<file path="src/hdl/scn_pkg.sv">
// ============================================================================
// scn_pkg
// Shared types, codes and constants of the scanset token scanner.
// ============================================================================
package scn_pkg;

    localparam int LENGTH_BITS    = 10;
    localparam int QUEUE_DEPTH    = 4;
    localparam int QUEUE_PTR_BITS = $clog2(QUEUE_DEPTH);
    localparam int CFG_INDEX_BITS = 3;
    localparam int CFG_DATA_BITS  = 64;

    localparam logic [1:0] KIND_BYTE = 2'd0;
    localparam logic [1:0] KIND_END  = 2'd1;
    localparam logic [1:0] KIND_EOI  = 2'd2;

    localparam logic [1:0] CLASS_NONSPACE = 2'd0;
    localparam logic [1:0] CLASS_IN_MAP   = 2'd1;
    localparam logic [1:0] CLASS_OUT_MAP  = 2'd2;

    localparam logic [CFG_INDEX_BITS-1:0] REG_SKIP_LEADING_SPACE = 3'd0;
    localparam logic [CFG_INDEX_BITS-1:0] REG_TOKEN_CLASS        = 3'd1;
    localparam logic [CFG_INDEX_BITS-1:0] REG_MAX_LENGTH         = 3'd2;
    localparam logic [CFG_INDEX_BITS-1:0] REG_DROP_TERMINATOR    = 3'd3;
    localparam logic [CFG_INDEX_BITS-1:0] REG_CLASS_MAP_W0       = 3'd4;
    localparam logic [CFG_INDEX_BITS-1:0] REG_CLASS_MAP_W1       = 3'd5;
    localparam logic [CFG_INDEX_BITS-1:0] REG_CLASS_MAP_W2       = 3'd6;
    localparam logic [CFG_INDEX_BITS-1:0] REG_CLASS_MAP_W3       = 3'd7;

    typedef struct packed {
        logic [7:0] data_byte;
        logic       end_of_input;
    } in_item_t;

    typedef struct packed {
        logic [1:0]             kind;
        logic [7:0]             token_byte;
        logic [LENGTH_BITS-1:0] token_length;
        logic [7:0]             terminator_byte;
        logic                   has_terminator;
        logic                   last;
    } out_item_t;

    typedef struct packed {
        logic                   skip_leading_space;
        logic [1:0]             token_class;
        logic [LENGTH_BITS-1:0] max_length;
        logic                   drop_terminator;
        logic [255:0]           class_map;
    } cfg_t;

    typedef struct packed {
        out_item_t first;
        out_item_t second;
        logic      two;
    } entry_t;

endpackage

</file>
<file path="src/hdl/scanset_token_scanner.sv">
// ============================================================================
// scanset_token_scanner
// Cuts a byte stream into scanf-style tokens: token bytes, then end records.
// ============================================================================
// A result passes through a queue entry and then the output register.
// Throughput: one input beat per cycle unless the queue is full; a beat with
// two results yields two output beats, which the four-entry queue absorbs.
// Reset: registers take their defaults, no token pending, queue empty.
module scanset_token_scanner (
    input  logic                                clk,
    input  logic                                rst_n,
    input  logic                                cfg_write,
    input  logic [scn_pkg::CFG_INDEX_BITS-1:0]  cfg_index,
    input  logic [scn_pkg::CFG_DATA_BITS-1:0]   cfg_data,
    input  logic                                in_valid,
    output logic                                in_stall,
    input  scn_pkg::in_item_t                   in_data,
    output logic                                out_valid,
    input  logic                                out_stall,
    output scn_pkg::out_item_t                  out_data
);

    scn_pkg::cfg_t   cfg_reg;
    scn_pkg::entry_t push_entry;
    scn_pkg::entry_t head;
    logic            push;
    logic            pop;
    logic            q_full;
    logic            q_empty;

    always_ff @(posedge clk or negedge rst_n)
    begin
        if (!rst_n)
        begin
            cfg_reg.skip_leading_space <= 1'b1;
            cfg_reg.token_class        <= scn_pkg::CLASS_NONSPACE;
            cfg_reg.max_length         <= '1;
            cfg_reg.drop_terminator    <= 1'b0;
            cfg_reg.class_map          <= '0;
        end
        else if (cfg_write)
        begin
            unique case (cfg_index)
                scn_pkg::REG_SKIP_LEADING_SPACE: cfg_reg.skip_leading_space <= cfg_data[0];
                scn_pkg::REG_TOKEN_CLASS:        cfg_reg.token_class <= cfg_data[1:0];
                scn_pkg::REG_MAX_LENGTH:
                    cfg_reg.max_length <= cfg_data[scn_pkg::LENGTH_BITS-1:0];
                scn_pkg::REG_DROP_TERMINATOR:    cfg_reg.drop_terminator <= cfg_data[0];
                scn_pkg::REG_CLASS_MAP_W0:       cfg_reg.class_map[63:0]    <= cfg_data;
                scn_pkg::REG_CLASS_MAP_W1:       cfg_reg.class_map[127:64]  <= cfg_data;
                scn_pkg::REG_CLASS_MAP_W2:       cfg_reg.class_map[191:128] <= cfg_data;
                scn_pkg::REG_CLASS_MAP_W3:       cfg_reg.class_map[255:192] <= cfg_data;
                default:                         cfg_reg.drop_terminator <= cfg_reg.drop_terminator;
            endcase
        end
    end

    scn_front u_front (
        .clk        (clk),
        .rst_n      (rst_n),
        .cfg        (cfg_reg),
        .in_valid   (in_valid),
        .in_data    (in_data),
        .in_stall   (in_stall),
        .q_full     (q_full),
        .push       (push),
        .push_entry (push_entry)
    );

    scn_queue u_queue (
        .clk        (clk),
        .rst_n      (rst_n),
        .push       (push),
        .push_entry (push_entry),
        .pop        (pop),
        .head       (head),
        .full       (q_full),
        .empty      (q_empty)
    );

    scn_back u_back (
        .clk       (clk),
        .rst_n     (rst_n),
        .head      (head),
        .q_empty   (q_empty),
        .pop       (pop),
        .out_valid (out_valid),
        .out_stall (out_stall),
        .out_data  (out_data)
    );

`ifndef SYNTHESIS
    a_no_push_when_full: assert property (@(posedge clk) disable iff (!rst_n)
        !(push && q_full))
        else $error("push into full queue");

    a_no_pop_when_empty: assert property (@(posedge clk) disable iff (!rst_n)
        !(pop && q_empty))
        else $error("pop from empty queue");

    a_length_only_on_end: assert property (@(posedge clk) disable iff (!rst_n)
        (out_valid && out_data.kind != scn_pkg::KIND_END) |-> (out_data.token_length == '0))
        else $error("token length on a non-end beat");
`endif

endmodule

</file>
<file path="src/hdl/scn_front.sv">
// ============================================================================
// scn_front
// Accepts input beats, classifies each byte and tracks the token in progress;
// pushes the one or two result records of a beat, if any, into the queue.
// ============================================================================
module scn_front (
    input  logic               clk,
    input  logic               rst_n,
    input  scn_pkg::cfg_t      cfg,
    input  logic               in_valid,
    input  scn_pkg::in_item_t  in_data,
    output logic               in_stall,
    input  logic               q_full,
    output logic               push,
    output scn_pkg::entry_t    push_entry
);

    logic                            collecting_reg;
    logic                            collecting_next;
    logic [scn_pkg::LENGTH_BITS-1:0] count_reg;
    logic [scn_pkg::LENGTH_BITS-1:0] count_next;
    logic [scn_pkg::LENGTH_BITS-1:0] limit;
    logic [scn_pkg::LENGTH_BITS-1:0] count_inc;
    logic [7:0]                      b;
    logic                            accept;
    logic                            is_space;
    logic                            in_map;
    logic                            member;
    logic                            skip;
    logic [1:0]                      n;
    scn_pkg::out_item_t              r0;
    scn_pkg::out_item_t              r1;

    function automatic scn_pkg::out_item_t make_result(
        input logic [1:0]                      kind,
        input logic [7:0]                      tb,
        input logic [scn_pkg::LENGTH_BITS-1:0] len,
        input logic [7:0]                      term,
        input logic                            has
    );
        scn_pkg::out_item_t r;
        r.kind            = kind;
        r.token_byte      = tb;
        r.token_length    = len;
        r.terminator_byte = term;
        r.has_terminator  = has;
        r.last            = 1'b0;
        return r;
    endfunction

    assign in_stall  = q_full;
    assign accept    = in_valid && !q_full;
    assign b         = in_data.data_byte;
    assign limit     = (cfg.max_length == '0) ? scn_pkg::LENGTH_BITS'(1) : cfg.max_length;
    assign count_inc = count_reg + scn_pkg::LENGTH_BITS'(1);
    assign is_space  = (b == 8'h20) || (b >= 8'h09 && b <= 8'h0D);
    assign in_map    = cfg.class_map[b];
    assign skip      = cfg.skip_leading_space && is_space;

    always_comb
    begin
        unique case (cfg.token_class)
            scn_pkg::CLASS_IN_MAP:  member = in_map;
            scn_pkg::CLASS_OUT_MAP: member = !in_map;
            default:
                member = !(b == 8'h20 || b == 8'h09 || b == 8'h0D || b == 8'h0A);
        endcase
    end

    always_comb
    begin
        n               = 2'd0;
        r0              = make_result(scn_pkg::KIND_EOI, 8'd0, '0, 8'd0, 1'b0);
        r1              = r0;
        collecting_next = collecting_reg;
        count_next      = count_reg;
        if (in_data.end_of_input)
        begin
            n = 2'd1;
            if (collecting_reg)
                r0 = make_result(scn_pkg::KIND_END, 8'd0, count_reg, 8'd0, 1'b0);
            collecting_next = 1'b0;
            count_next      = '0;
        end
        else if (collecting_reg)
        begin
            if (member)
            begin
                n  = 2'd1;
                r0 = make_result(scn_pkg::KIND_BYTE, b, '0, 8'd0, 1'b0);
                count_next = count_inc;
                if (count_inc >= limit)
                begin
                    n  = 2'd2;
                    r1 = make_result(scn_pkg::KIND_END, 8'd0, count_inc, 8'd0, 1'b0);
                    collecting_next = 1'b0;
                    count_next      = '0;
                end
            end
            else
            begin
                n  = 2'd1;
                r0 = make_result(scn_pkg::KIND_END, 8'd0, count_reg, b, 1'b1);
                collecting_next = 1'b0;
                count_next      = '0;
                if (!cfg.drop_terminator && !skip)
                begin
                    n  = 2'd2;
                    r1 = make_result(scn_pkg::KIND_END, 8'd0, '0, b, 1'b1);
                end
            end
        end
        else if (!skip)
        begin
            n = 2'd1;
            if (member)
            begin
                r0 = make_result(scn_pkg::KIND_BYTE, b, '0, 8'd0, 1'b0);
                if (limit == scn_pkg::LENGTH_BITS'(1))
                begin
                    n  = 2'd2;
                    r1 = make_result(scn_pkg::KIND_END, 8'd0, scn_pkg::LENGTH_BITS'(1),
                                     8'd0, 1'b0);
                end
                else
                begin
                    collecting_next = 1'b1;
                    count_next      = scn_pkg::LENGTH_BITS'(1);
                end
            end
            else
            begin
                r0 = make_result(scn_pkg::KIND_END, 8'd0, '0, b, 1'b1);
            end
        end
        r0.last = (n == 2'd1);
        r1.last = 1'b1;
    end

    assign push              = accept && (n != 2'd0);
    assign push_entry.first  = r0;
    assign push_entry.second = r1;
    assign push_entry.two    = (n == 2'd2);

    always_ff @(posedge clk or negedge rst_n)
    begin
        if (!rst_n)
        begin
            collecting_reg <= 1'b0;
            count_reg      <= '0;
        end
        else if (accept)
        begin
            collecting_reg <= collecting_next;
            count_reg      <= count_next;
        end
    end

endmodule

</file>
<file path="src/hdl/scn_queue.sv">
// ============================================================================
// scn_queue
// Short FIFO of result entries between the front and the back.
// ============================================================================
module scn_queue (
    input  logic            clk,
    input  logic            rst_n,
    input  logic            push,
    input  scn_pkg::entry_t push_entry,
    input  logic            pop,
    output scn_pkg::entry_t head,
    output logic            full,
    output logic            empty
);

    scn_pkg::entry_t                    mem [scn_pkg::QUEUE_DEPTH];
    logic [scn_pkg::QUEUE_PTR_BITS-1:0] wr_ptr_reg;
    logic [scn_pkg::QUEUE_PTR_BITS-1:0] rd_ptr_reg;
    logic [scn_pkg::QUEUE_PTR_BITS:0]   count_reg;
    logic [scn_pkg::QUEUE_PTR_BITS:0]   count_next;

    assign full  = (count_reg == (scn_pkg::QUEUE_PTR_BITS+1)'(scn_pkg::QUEUE_DEPTH));
    assign empty = (count_reg == '0);
    assign head  = mem[rd_ptr_reg];

    always_comb
    begin
        count_next = count_reg;
        if (push && !pop)
            count_next = count_reg + (scn_pkg::QUEUE_PTR_BITS+1)'(1);
        else if (pop && !push)
            count_next = count_reg - (scn_pkg::QUEUE_PTR_BITS+1)'(1);
    end

    always_ff @(posedge clk)
    begin
        if (push)
            mem[wr_ptr_reg] <= push_entry;
    end

    always_ff @(posedge clk or negedge rst_n)
    begin
        if (!rst_n)
        begin
            wr_ptr_reg <= '0;
            rd_ptr_reg <= '0;
            count_reg  <= '0;
        end
        else
        begin
            if (push)
                wr_ptr_reg <= wr_ptr_reg + scn_pkg::QUEUE_PTR_BITS'(1);
            if (pop)
                rd_ptr_reg <= rd_ptr_reg + scn_pkg::QUEUE_PTR_BITS'(1);
            count_reg <= count_next;
        end
    end

endmodule

</file>
<file path="src/hdl/scn_back.sv">
// ============================================================================
// scn_back
// Drains queue entries one result beat at a time into the output register.
// ============================================================================
module scn_back (
    input  logic               clk,
    input  logic               rst_n,
    input  scn_pkg::entry_t    head,
    input  logic               q_empty,
    output logic               pop,
    output logic               out_valid,
    input  logic               out_stall,
    output scn_pkg::out_item_t out_data
);

    logic               out_valid_reg;
    logic               out_valid_next;
    scn_pkg::out_item_t out_data_reg;
    logic               sel_reg;
    logic               sel_next;
    logic               load;

    assign load           = !q_empty && (!out_valid_reg || !out_stall);
    assign pop            = load && (sel_reg || !head.two);
    assign sel_next       = load ? !pop : sel_reg;
    assign out_valid_next = load ? 1'b1 : (out_valid_reg && out_stall);
    assign out_valid      = out_valid_reg;
    assign out_data       = out_data_reg;

    always_ff @(posedge clk)
    begin
        if (load)
            out_data_reg <= sel_reg ? head.second : head.first;
    end

    always_ff @(posedge clk or negedge rst_n)
    begin
        if (!rst_n)
        begin
            out_valid_reg <= 1'b0;
            sel_reg       <= 1'b0;
        end
        else
        begin
            out_valid_reg <= out_valid_next;
            sel_reg       <= sel_next;
        end
    end

endmodule

</file>
<file path="config.mk">
export PLATFORM = sky130hd
export DESIGN_NAME = scanset_token_scanner
export DESIGN_NICKNAME = d
export VERILOG_FILES = /design/src/hdl/scn_pkg.sv /design/src/hdl/scanset_token_scanner.sv /design/src/hdl/scn_front.sv /design/src/hdl/scn_queue.sv /design/src/hdl/scn_back.sv
export SDC_FILE = /design/constraint.sdc
export NUM_CORES = 1
export LEC_CHECK = 0
export BUFFER_PORTS_ARGS = -buffer_cell sky130_fd_sc_hd__buf_2
export CAP_MARGIN = 20
export CELL_PAD_IN_SITES_DETAIL_PLACEMENT = 1
export CELL_PAD_IN_SITES_GLOBAL_PLACEMENT = 2
export CORE_MARGIN = 4
export CORE_UTILIZATION = 47
export DETAILED_ROUTE_END_ITERATION = 12
export PLACE_DENSITY = 0.77
export SKIP_CTS_REPAIR_TIMING = 1
export SKIP_LAST_GASP = 1
export SYNTH_ARGS = -nofsm -noshare
export SYNTH_HDL_FRONTEND = slang
export SYNTH_HIERARCHICAL = 1
export SYNTH_SLANG_ARGS = --single-unit
</file>
<file path="constraint.sdc">
create_clock -name clk -period 4.7 [get_ports clk]
set_input_delay 0.705 -clock clk [delete_from_list [all_inputs] [get_ports clk]]
set_output_delay 0.705 -clock clk [all_outputs]
set_load 0.05 [all_outputs]
</file>
Yosys cells after proc, flatten, opt, wreduce, memory -nomap -nowiden --
Memories as Yosys holds them, arrays and structs flattened. Index checks and enable logic that the tools add are counted.
Cells by class: order comparisons 4, mux-type cells 46, reduce and logical (&&, ||, !) cells 42, add/subtract/negate cells 5, equal/unequal tests 19
Operators by type and width (number):
- two-way mux 30 bit | 13
- two-way mux 10 bit | 8
- two-way mux 29 bit | 2
- equality test 8 x 4 -> 1 bit (second input constant) | 3
- two-way mux 2 bit | 8
- AND reduction 2 bit | 8
- equality test 3 bit (second input constant) | 5
- zero test 1 bit | 11
- two-way mux 1 bit | 11
- adder 10 x 1 -> 10 bit (second input constant) | 1
- equality test 10 x 1 -> 1 bit (second input constant) | 1
- greater-or-equal comparator 10 bit | 1
- logical AND 1 bit | 10
- zero test 10 bit | 1
- less-than comparator 8 x 9 -> 1 bit (second input constant) | 1
- binary-select mux 1 bit (select 8 bit) | 1
- equality test 8 x 6 -> 1 bit (second input constant) | 1
- greater-or-equal comparator 8 x 4 -> 1 bit (second input constant) | 1
- <= comparator 8 x 4 -> 1 bit (second input constant) | 1
- equality test 3 x 2 -> 1 bit (second input constant) | 2
- zero test 3 bit | 2
- logical OR 1 bit | 6
- two-way mux 3 bit | 2
- != test 3 x 2 -> 1 bit (second input constant) | 2
- other kinds (10) | 14
Word-level totals: word-level logic and storage cells 138, register bits 320, memory bits (writable) 240, memories kept 1, output and inout port bits 32
Memories:
- u_queue.mem | depth 4, bits a word 60, read ports 1, clocked after Yosys merged registers in 0, write ports 1, line scn_queue.sv:16 | scn_pkg::entry_t mem [scn_pkg::QUEUE_DEPTH];

Logic depth before layout (Yosys ltp) --
depth after elaboration 16, gate-level depth with buffers 15

Hierarchy --
Netlist, hierarchy kept.
By module, submodules not included:
- scanset_token_scanner | cells an instance 576, area an instance 10328.7 um2, times used 1
- scn_queue | cells an instance 353, area an instance 9268.9 um2, times used 1
- scn_front | cells an instance 417, area an instance 3829.9 um2, times used 1
- scn_back | cells an instance 71, area an instance 1358.8 um2, times used 1

Worst setup path after synthesis --
No wires, ideal clock.
kind input to register, from input port in_data[1] (netlist name), to memory u_queue/mem[1][0] (netlist name) (enable), buffers on the path 4, arrival 3944 ps, slack 330 ps, library setup time 425 ps, stages 10, required time 4275 ps, cells stage by stage buf_6 -> buf_2 -> buf_2 -> buf_2 -> nor3b_1 -> a21oi_1 -> nor2_1 -> o211a_1 -> a21oi_1 -> and2_1
On the way: cells in the longest elaborated chain, start to end 14, elaborated cells between the ends (all ways) 29, classes of those cells order compare: 2; eq/ne: 4; mux: 11; reduce/logical: 12
RTL lines:
- start, declared | line scanset_token_scanner.sv:17 | input scn_pkg::in_item_t in_data,
- branches (longest 8 deep; another with binary-select mux 1 bit (select 8 bit))
- two-way mux 2 bit (*) | line scn_front.sv:85 | else if (collecting_reg)
- two-way mux 2 bit (*) | line scn_front.sv:77 | if (in_data.end_of_input)
- nonzero test 2 bit (*) | line scn_front.sv:140 | assign push = accept && (n != 2'd0);
- logical AND 1 bit (*) | line scn_front.sv:140
- via push | line scanset_token_scanner.sv:26 | logic push;
- two-way mux 1 bit (*) | line scn_queue.sv:37 | if (push)
- two-way mux 1 bit (not written as such) (*) | line scn_queue.sv:38 | mem[wr_ptr_reg] <= push_entry;
- end, declared | line scn_queue.sv:16
Mark *: on every way through the listed nets, which the timed path passes. The select of a mux whose other input is x is not followed.

Worst setup path after layout --
from input port in_data[1] (netlist name), to memory u_queue/mem[1][5] (netlist name), data pin
On the way: cells in the longest elaborated chain, start to end 10, elaborated cells between the ends (all ways) 25, classes of those cells order compare: 2; eq/ne: 4; mux: 9; reduce/logical: 10
RTL lines (line):
- branches (longest 8 deep; another with two-way mux 30 bit)
- two-way mux 30 bit (*) | scn_front.sv:85
- two-way mux 30 bit (*) | scn_front.sv:77
Every way passes the cells marked *. The select of a mux whose other input is x is not followed.

==> run metrics <==
Post-Place Cells=2,164; CP Cell Sequence=buf_4 > buf_12 > mux4_2 > nand2b_1 > a221oi_1 > a211oi_1 > o221ai_2 > o221ai_2 > mux2_4 > nand2_1 > nor2_1 > and2_1; post-place setup slack=0.05963 ns; die height=237.6 µm; number of flip-flops in the largest register=270; Cells after Synth=1,417; Longest Clk Path Bufs=3; Post-DP HPWL=34.82 mm; delay of the slowest critical-path stage=0.73 ns; TritonCTS clock tree=done; GPL Wtd Cong=0.7683; fin cells=2,275; Top Ports=113; largest net degree at the start of global routing=104; DIE AREA=0.05648 mm²; Reg clk slew, reported paths=0.06 ns; worst-case reg-to-reg path depth=10; Root Buffer=clkbuf_16; crit-path most repeated cell=o221ai_2; outcome=finished, final reports clean; total wire length=54.84 mm; Port Buf Inserts=112; Total GRT Usage=19.72%; number of global-route vias before repair=14,490; clock sink total=564; Layout Nets=1,646; yosys warns=6; antenna cells=0; vias per cell=5.607; drt first pass iters=5; post-route ant nets=0; Max rail drop VDD=0.2977 mV; worst reg2reg startpoint=cfg_reg[235]; drt first-iter violations=629; worst min-delay path class=in -> async; critical setup path kind=in -> reg; Mapped Area=0.02479 mm²; setup TNS=0 ns; highest clock rate=253.4 MHz; crit path DAT=4.40 ns; H-tree depth=2; maxcap violations=0; first-pass GRT wire length=87.18 mm; sequential area share after synthesis=62.53%; crit end category=register; std cell rows=83; Critical Path Start Type=input pin; Synth Register Bits=564; most frequent cells in the layout=277 x dfrtp_1, 274 x edfxtp_1, 245 x mux2_2, 110 x buf_2, 110 x mux4_2; Layout fillers=4,753; clock share of power=29.3%; Core Region=0.05172 mm²; Crit-path slowest cell=nor2_1; slew margin rel.=29.56%; Multi-input gate area=0.008571 mm²; leak pwr=11.04 nW; crit-path max FO=36; starting density of the core=47.93%; Power Density=551.7 mW/mm²; Final Skew=0.03209 ns; Logic pwr share=25.4%; commonest non-fill, non-tap cell in the layout=dfrtp_1; Final setup viols=0; Slew Viols, Final=0; ys flop type=dfrtp_1; RSZ-0062 raised after global routing=false; Final Hold Violating Endpoints=0; total grt overflow=0; layout overhead on the synthesized area=12.61%; Worst R2R Setup Slack=1.08 ns; Reg area=0.01550 mm²; Internal=10.86 mW; Post-synth EDFFs=274; antenna violations before repair=2; asr flop ratio synth=51.42%; total CTS buffers=59; Die X=237.6 µm; Tcrit/Tclk final=83.97%; Crit Reg-Reg Endpoint=u_queue/mem[1][5]; WL/cell=24.11 µm; minimum clock period=3.947 ns; Req. time, crit path=5.15 ns; Least-Margin Pin Slew=1.057 ns; Psw=4.541 mW; DRC violations left=0; Reg power frac=45.3%; Mean Syn Cell Area=17.49 µm²; worst-skew pair later-pin latency=0.63 ns; Vias=12,760; sw frac=29.49%; Netlist cell types=68; fin worst setup slack=0.7534 ns; layout cells sized above 1=42.95%
[area by class of cell]
| cell class | instances | area share (%) |
|---|---|---|
| multi-input cells | 741 | 30.71 |
| flip-flops and latches | 564 | 55.54 |
| inverters | 29 | 0.3900 |
| clock buffers | 80 | 5.680 |
| repair buffers | 151 | 3.640 |
| well taps | 680 | 3.048 |
| clock inverters | 30 | 0.9907 |
[critical path, delay by kind of cell]
kind / cells / cell delay [ns]
simple gates: 4 / 1.28
mux: 2 / 0.83
compound gates: 4 / 0.80
buf+inv: 2 / 0.73
[Yosys cell counts, types with 2 or more instances]
master	instances	area, µm²
mux4_2	110	2477
a22oi_1	11	82.58
nand2b_1	11	68.82
xnor2_1	9	78.83
buf_4	26	195.2
and3_1	12	75.07
dfstp_2	11	289.0
mux2i_1	35	350.3
nor2b_1	12	75.07
nor3b_1	4	30.03
inv_1	29	108.9
nor2_1	36	135.1
o221ai_2	2	30.03
edfxtp_1	274	8228
o21ai_0	8	40.04
dfrtp_1	279	6982
mux2_4	61	915.9
nand3_1	12	60.06
a21o_1	5	37.54
buf_1	2	7.510
a21oi_1	6	30.03
buf_12	6	120.1
a211oi_1	4	30.03
ha_1	18	225.2
mux4_1	3	78.83
mux2_1	5	56.30
buf_6	13	146.4
a221oi_1	8	70.07
nor3_1	8	40.04
clkbuf_1	12	45.04
mux2_2	245	2759
a211o_1	3	26.28
o31ai_1	8	60.06
buf_2	31	155.2
conb_1	2	7.510
nand4b_1	3	26.28
xor2_1	5	43.79
o21a_1	5	37.54
nand2_1	23	86.33
a311o_1	3	30.03
and2_1	30	187.7
[metrics by stage]
step | total power [mW] | hold slack (ns) | instance area (µm²) | utilization (%)
4_1_cts | 15.64 | 0.1111 | 27900 | 53.96
3_3_place_gp | 10.91 | 0.4686 | 26040 | 50.36
2_1_floorplan | 9.980 | 0.4094 | 24810 | -
5_1_grt | 16.20 | 0.1414 | 27910 | 53.97
3_5_place_dp | 11.06 | 0.4812 | 26040 | 50.36
6_report | 15.40 | 0.09060 | 27910 | 53.97
[per-layer routing]
metal	up-vias	track usage (%)	wire, µm
li1	5691	-	-
met1	6803	25.94	23290
met2	197	34.89	28720
met3	61	3.457	2002
met4	4	3.857	795
met5	-	0	27
[logic make-up (layout without fill, tap and decap cells)]
kind of cell	Yosys count	in the layout	share of synthesized area, %
DFF	564	564	62.53
muxes	459	459	26.78
and+or+nand+nor	163	163	3.599
buffers and inverters	119	290	3.140
AOI/OAI and AO/OA	77	77	2.438
adders and majority gates	19	19	0.9894
xor gates and xnor gates	14	14	0.4947
other	2	9	0.03030
[power by group through the flow]
stage	logic, mW	clock network (mW)	registers, mW
after global routing	4.23	4.87	7.09
after detailed placement	3.99	0	7.07
after global placement	3.90	0	7.01
after CTS	4.01	4.64	6.99
final	3.91	4.52	6.97
after floorplan	2.65	0	7.33
[how the worst max path moves through the flow]
stage / from / to / slack, ns / cells after the start
detailed placement: in_data[1] / u_queue/mem[3][6] / 0.06 / 12
floorplan: in_data[1] / u_queue/mem[1][0] / 0.33 / 10
global route: in_data[1] / u_queue/mem[1][4] / 0.47 / 12
finish: in_data[1] / u_queue/mem[1][5] / 0.75 / 12
CTS: in_data[1] / u_queue/mem[1][5] / 0.71 / 12
global placement: in_data[1] / u_queue/mem[0][6] / 0.19 / 12
No activity file was read; power rests on OpenSTA's default activity.
